$ cat src/rtl/core/msr_pkg.sv
// Shared types, constants and the CRC step for the Modbus slave responder.
// Depends on nothing; every other file of the block imports it.
package msr_pkg;

   localparam int COIL_COUNT_DEF       = 256;
   localparam int INPUT_BIT_COUNT_DEF  = 256;
   localparam int HOLDING_COUNT_DEF    = 64;
   localparam int INPUT_WORD_COUNT_DEF = 64;
   localparam int FRAME_BYTES_DEF      = 256;

   localparam int POS_W       = 9;
   localparam int QUEUE_DEPTH = 2;

   localparam logic [15:0] CRC_INIT      = 16'hFFFF;
   localparam logic [15:0] CRC_POLY      = 16'hA001;
   localparam logic [15:0] BIT_QTY_MAX   = 16'h07D0;
   localparam logic [15:0] REG_QTY_MAX   = 16'h007D;
   localparam logic [15:0] WRITE_QTY_MAX = 16'h007B;
   localparam logic [15:0] COIL_ON       = 16'hFF00;
   localparam logic [15:0] COIL_OFF      = 16'h0000;
   localparam logic [7:0]  EXC_FLAG      = 8'h80;
   localparam logic [15:0] LOW_BYTE_MASK = 16'h00FF;

   localparam logic [7:0] FC_READ_COILS      = 8'd1;
   localparam logic [7:0] FC_READ_INPUTS     = 8'd2;
   localparam logic [7:0] FC_READ_HOLDING    = 8'd3;
   localparam logic [7:0] FC_READ_INPUT_REGS = 8'd4;
   localparam logic [7:0] FC_WRITE_COIL      = 8'd5;
   localparam logic [7:0] FC_WRITE_REG       = 8'd6;
   localparam logic [7:0] FC_WRITE_MULTI     = 8'd16;

   localparam logic [7:0] EXC_NONE             = 8'd0;
   localparam logic [7:0] EXC_ILLEGAL_FUNCTION = 8'd1;
   localparam logic [7:0] EXC_ILLEGAL_ADDRESS  = 8'd2;
   localparam logic [7:0] EXC_ILLEGAL_VALUE    = 8'd3;

   localparam logic [1:0] KIND_REQUEST    = 2'd0;
   localparam logic [1:0] KIND_INPUT_BIT  = 2'd1;
   localparam logic [1:0] KIND_INPUT_WORD = 2'd2;

   localparam logic [1:0] CMD_NONE       = 2'd0;
   localparam logic [1:0] CMD_BYTE       = 2'd1;
   localparam logic [1:0] CMD_INPUT_BIT  = 2'd2;
   localparam logic [1:0] CMD_INPUT_WORD = 2'd3;

   localparam logic REG_SLAVE_ADDRESS   = 1'b0;
   localparam logic REG_FUNCTION_ENABLE = 1'b1;

   typedef struct packed {
      logic [1:0]  cmd;
      logic [7:0]  data_byte;
      logic        frame_end;
      logic [7:0]  point_index;
      logic [15:0] point_value;
   } queue_entry_type;

   typedef struct packed {
      logic            valid;
      queue_entry_type entry;
   } queue_out_type;

   typedef struct packed {
      logic clearing;
   } back_status_type;

   typedef struct packed {
      logic [7:0] slave_address;
      logic [6:0] function_enable;
   } cfg_type;

   function automatic int addr_bits(input int depth);
      return (depth > 1) ? $clog2(depth) : 1;
   endfunction

   function automatic logic [15:0] crc16_byte(input logic [15:0] crc, input logic [7:0] b);
      logic [15:0] c;
      c = crc ^ {8'd0, b};
      for (int k = 0; k < 8; k++) begin
         c = c[0] ? ((c >> 1) ^ CRC_POLY) : (c >> 1);
      end
      return c;
   endfunction

endpackage

$ cat src/rtl/core/msr_front.sv
// Front end: takes input words, sorts them into commands and queues them.
// Depends on msr_pkg for the queue entry and status types.
module msr_front #(
   parameter int INPUT_BIT_COUNT  = msr_pkg::INPUT_BIT_COUNT_DEF,
   parameter int INPUT_WORD_COUNT = msr_pkg::INPUT_WORD_COUNT_DEF
) (
   input  logic                     clock,
   input  logic                     reset,
   input  logic                     start,
   output logic                     busy,
   input  logic [1:0]               req_kind,
   input  logic [7:0]               req_data_byte,
   input  logic                     req_frame_end,
   input  logic [7:0]               req_point_index,
   input  logic [15:0]              req_point_value,
   output msr_pkg::queue_out_type   queue_out,
   input  logic                     pop,
   input  msr_pkg::back_status_type back_status
);
   import msr_pkg::*;

   localparam int PTR_W = addr_bits(QUEUE_DEPTH);
   localparam int CNT_W = $clog2(QUEUE_DEPTH + 1);

   queue_entry_type   mem_ff [QUEUE_DEPTH];
   logic [PTR_W-1:0]  wr_ptr_ff, wr_ptr_in;
   logic [PTR_W-1:0]  rd_ptr_ff, rd_ptr_in;
   logic [CNT_W-1:0]  count_ff, count_in;
   queue_entry_type   entry;
   logic              accept;
   logic              push;
   logic              do_pop;
   logic              full;

   assign full   = (count_ff == CNT_W'(QUEUE_DEPTH));
   assign busy   = full | back_status.clearing;
   assign accept = start & ~busy;
   assign do_pop = pop & (count_ff != '0);

   always_comb begin
      entry.cmd         = CMD_NONE;
      entry.data_byte   = req_data_byte;
      entry.frame_end   = req_frame_end;
      entry.point_index = req_point_index;
      entry.point_value = req_point_value;
      case (req_kind)
         KIND_REQUEST: begin
            entry.cmd = CMD_BYTE;
         end
         KIND_INPUT_BIT: begin
            if (32'(req_point_index) < INPUT_BIT_COUNT) entry.cmd = CMD_INPUT_BIT;
         end
         KIND_INPUT_WORD: begin
            if (32'(req_point_index) < INPUT_WORD_COUNT) entry.cmd = CMD_INPUT_WORD;
         end
         default: begin
            entry.cmd = CMD_NONE;
         end
      endcase
   end

   assign push = accept & (entry.cmd != CMD_NONE);

   always_comb begin
      wr_ptr_in = wr_ptr_ff;
      rd_ptr_in = rd_ptr_ff;
      count_in  = count_ff;
      if (push) begin
         wr_ptr_in = (32'(wr_ptr_ff) == QUEUE_DEPTH - 1) ? '0 : wr_ptr_ff + 1'b1;
      end
      if (do_pop) begin
         rd_ptr_in = (32'(rd_ptr_ff) == QUEUE_DEPTH - 1) ? '0 : rd_ptr_ff + 1'b1;
      end
      if (push && !do_pop) begin
         count_in = count_ff + 1'b1;
      end else if (do_pop && !push) begin
         count_in = count_ff - 1'b1;
      end
   end

   always_ff @(posedge clock) begin
      if (reset) begin
         wr_ptr_ff <= '0;
         rd_ptr_ff <= '0;
         count_ff  <= '0;
      end else begin
         wr_ptr_ff <= wr_ptr_in;
         rd_ptr_ff <= rd_ptr_in;
         count_ff  <= count_in;
      end
   end

   always_ff @(posedge clock) begin
      if (push) begin
         mem_ff[wr_ptr_ff] <= entry;
      end
   end

   assign queue_out.valid = (count_ff != '0);
   assign queue_out.entry = mem_ff[rd_ptr_ff];

endmodule

$ cat config.mk
export PLATFORM = sky130hd
export DESIGN_NAME = msr_front
export DESIGN_NICKNAME = d
export VERILOG_FILES = /design/src/rtl/core/msr_pkg.sv /design/src/rtl/core/msr_front.sv
export SDC_FILE = /design/constraint.sdc
export NUM_CORES = 1
export LEC_CHECK = 0
export ABC_CLOCK_PERIOD_IN_PS = 3410
export BUFFER_PORTS_ARGS = -buffer_cell sky130_fd_sc_hd__buf_2
export CORE_MARGIN = 4
export CORE_UTILIZATION = 51
export CTS_CLUSTER_SIZE = 28
export DETAILED_ROUTE_END_ITERATION = 10
export GPL_TIMING_DRIVEN = 0
export HOLD_SLACK_MARGIN = 0.15
export PLACE_DENSITY = 0.78
export SLEW_MARGIN = 20
export SYNTH_ARGS = -nofsm -noshare
export SYNTH_HDL_FRONTEND = slang
export SYNTH_SLANG_ARGS = --single-unit
$ cat constraint.sdc
create_clock -name clock -period 3.41 [get_ports clock]
set_clock_uncertainty 0.05 [all_clocks]
set_input_delay 0 -clock clock [delete_from_list [all_inputs] [get_ports clock]]
set_output_delay 0 -clock clock [all_outputs]
set_load 0.005 [all_outputs]
==> impl_metrics.tcl <==
set metrics [dict create \
    finalSetupViolCount 0 \
    fin_nets 310 \
    fp.coreArea_mm2 0.00524 \
    htree_num_levels 3 \
    yosys.area_share.xor_xnor_pct 0.935 \
    synth_top_family_by_area "multiplexers" \
    antennaDiodeCount 0 \
    cts_buffers 9 \
    vias 1687 \
    place.detailed.hpwl_mm 3.37 \
    cp_cell_sequence "dlygate4sd3_1, buf_2, o31a_1, a2111oi_4, nor2b_4, buf_16" \
    grt_overflow 0 \
    cp_data_arrival_time_ns 2.18 \
    die-area_mm2 0.00676 \
    synth_warnings 0 \
    synthesis.area_mm2 0.00281 \
    p_per_area_mw_per_mm2 602 \
    cts_buffer_depth 2 \
    drcViolationCount 0 \
    holdBufCountCts 40 \
    p_leak_nw 1.51 \
    first_iter_violations 87 \
    synth_compound_area_share_pct 2.36 \
    path_class "input pin to flop" \
    cap_violations 0 \
    cts_resized 0 \
    top_level_ports 77 \
    antenna_found_initial 0 \
    synth-async-reset-ratio_pct 0 \
    syn-num-nets 181 \
    setup_ws_ns 1.22 \
    cp-start-kind "input pin" \
    critPathBufInv 3 \
    vias_per_cell 4.90 \
    synth_mux_area_share_pct 15.0 \
    max_stage_delay_ns 0.63 \
    cp_max_fo 18 \
    fp-row-count 26 \
    synth_cells 140 \
    whs_ns 0.271 \
    critPathSlowestCell "nor2b_4" \
    yosysSeqAreaShare_pct 78.4 \
    syn_to_final_growth_pct 41.2 \
    grtUsageTotal_pct 18.4 \
    finalCritPeriodShare_pct 64.3 \
    drive_above_1_share_pct 49.6 \
    totalPowerFinal_mw 2.39 \
    end_kind "flop" \
    tightestPinTransition_ns 0.637 \
    ant_nets 0 \
    hold_violations 0 \
    grt_max_degree 30 \
    fmax_mhz 456 \
    die_h_um 82.2 \
    clk_latency_ns 0.33 \
    syn_area_per_cell_um2 20.1 \
    clockRootBuffer "clkbuf_8" \
    max_slew_margin_pct 57.5 \
    synth_edf_count 70 \
    path_clk_slew_ns 0.07 \
    status "completed" \
    hp-class "input pin to flop" \
    fin_crit_ns 2.19 \
    initial_utilization_pct 53.6 \
    vdd_drop_max_uv 511 \
    synthSimpleGateAreaFrac_pct 1.96 \
    wl_mm 5.84 \
    chipWidth_um 82.2 \
    synthAdderAreaFrac_pct 0.445 \
    gp_congestion 0.684 \
    synth_commonest_cells "edfxtp_1 (70), mux2_2 (36), dfxtp_1 (5), nor2_1 (5)" \
    rsz0062_at_grt "no" \
    grt_pass1_wl_mm 8.88 \
    synth_top_area_cell "edfxtp_1" \
    grt_pass1_vias 1832 \
    firstDrtPassIters 4 \
    synth.top_cell.area_share_pct 74.8 \
    cts_tree "yes" \
    crit_family "buffers and inverters" \
    synth_cell_types 21 \
    final_core_util_pct 75.7 \
    setup_tns_ns 0 \
    numPortBuffers 76 \
    synth.area.top_cells "edfxtp_1 (75%), mux2_2 (14%), dfxtp_1 (3.6%)" \
    pre_cts_slack_ns 1.20 \
    postCtsSetupRepairBufs 0 \
    yosys_register_bits 75 \
    clock-sinks 75 \
    wl_per_cell_um 17.0 \
    synthMostInstantiatedCell "edfxtp_1" \
    drv_slew 0 \
    synthFlopType "edfxtp_1" \
    crit_required_ns 3.40 \
]
[worst register-to-register path, cell delays in order (launching register included)]
cell and delay, ns:
dfxtp_1 0.41, inv_1 0.12, a2111oi_4 0.43, nor2b_4 0.63
buf_16 0.24
[sequential cells by signal, indices dropped and copies added (netlist names), named ones only]
signal,flops
count_ff,2
mem_ff,70
rd_ptr_ff,1
wr_ptr_ff,1
[layout by cell type, fill, tap and decap left out]
| master | instances |
|---|---|
| buf_2 | 79 |
| edfxtp_1 | 70 |
| dlygate4sd3_1 | 40 |
| mux2_2 | 36 |
| clkbuf_8 | 9 |
| nor2_1 | 5 |
| dfxtp_1 | 5 |
| xor2_1 | 3 |
| bufinv_16 | 3 |
| inv_1 | 2 |
| clkbuf_1 | 2 |
| o21ai_0 | 2 |
| clkinv_2 | 2 |
| o31a_1 | 1 |
| a2111oi_4 | 1 |
| o21a_1 | 1 |
| nor3_1 | 1 |
| a21o_1 | 1 |
| or2_2 | 1 |
| and2_2 | 1 |
| nor2b_4 | 1 |
| nor2b_1 | 1 |
| mux2_4 | 1 |
| or3_1 | 1 |
| a21oi_1 | 1 |
| ha_1 | 1 |
| clkinv_1 | 1 |
| buf_16 | 1 |
| buf_12 | 1 |
[cell type report]
type,instances,area (um2)
Clock buffer,10,128
Inverter,2,7.51
Clock inverter,6,104
Buffer,4,18.8
Fill cell,303,1270
Timing Repair Buffer,118,828
Multi-Input combinational cell,59,589
Tap cell,70,87.6
Sequential cell,75,2200
[per-stage QoR]
stage | instance area, um2 | instances
floorplan | 2810 | 140
global placement | 3280 | 286
detailed placement | 3330 | 288
CTS | 3970 | 344
global route | 3970 | 344
finish | 3970 | 344
[power breakdown]
group	internal, mW	total, mW	leakage (nW)	switching [mW]
logic	0.284	0.511	0.719	0.227
clock network	0.481	0.784	0.118	0.302
registers	1.06	1.09	0.677	0.0269
[path summary, 6_finish.rpt]
check                     startpoint            end  slack [ns]  cells past startpoint
setup / recovery  req_point_index[7]  mem_ff[0][12]        1.22                      6
hold / removal                 start  mem_ff[0][20]        0.27                      4
setup reg to reg         count_ff[0]  mem_ff[0][12]        1.23                      4
hold reg to reg            rd_ptr_ff      rd_ptr_ff        0.47                      2
[per-layer routing]
layer	part of all wire, %	global-route usage, %	vias up
met5	0	0	-
li1	-	-	801
met2	55	34.9	68
met4	0.89	6.98	0
met1	38	18.6	811
met3	6.2	5.75	7
[cells by family after synthesis]
kind of cell	Yosys count
xor+xnor	3
fa+ha+maj	1
simple gates	11
mux	37
flops	75
compound gates	7
buf+inv	6
Note: power is estimated with default switching activity, not from simulation.
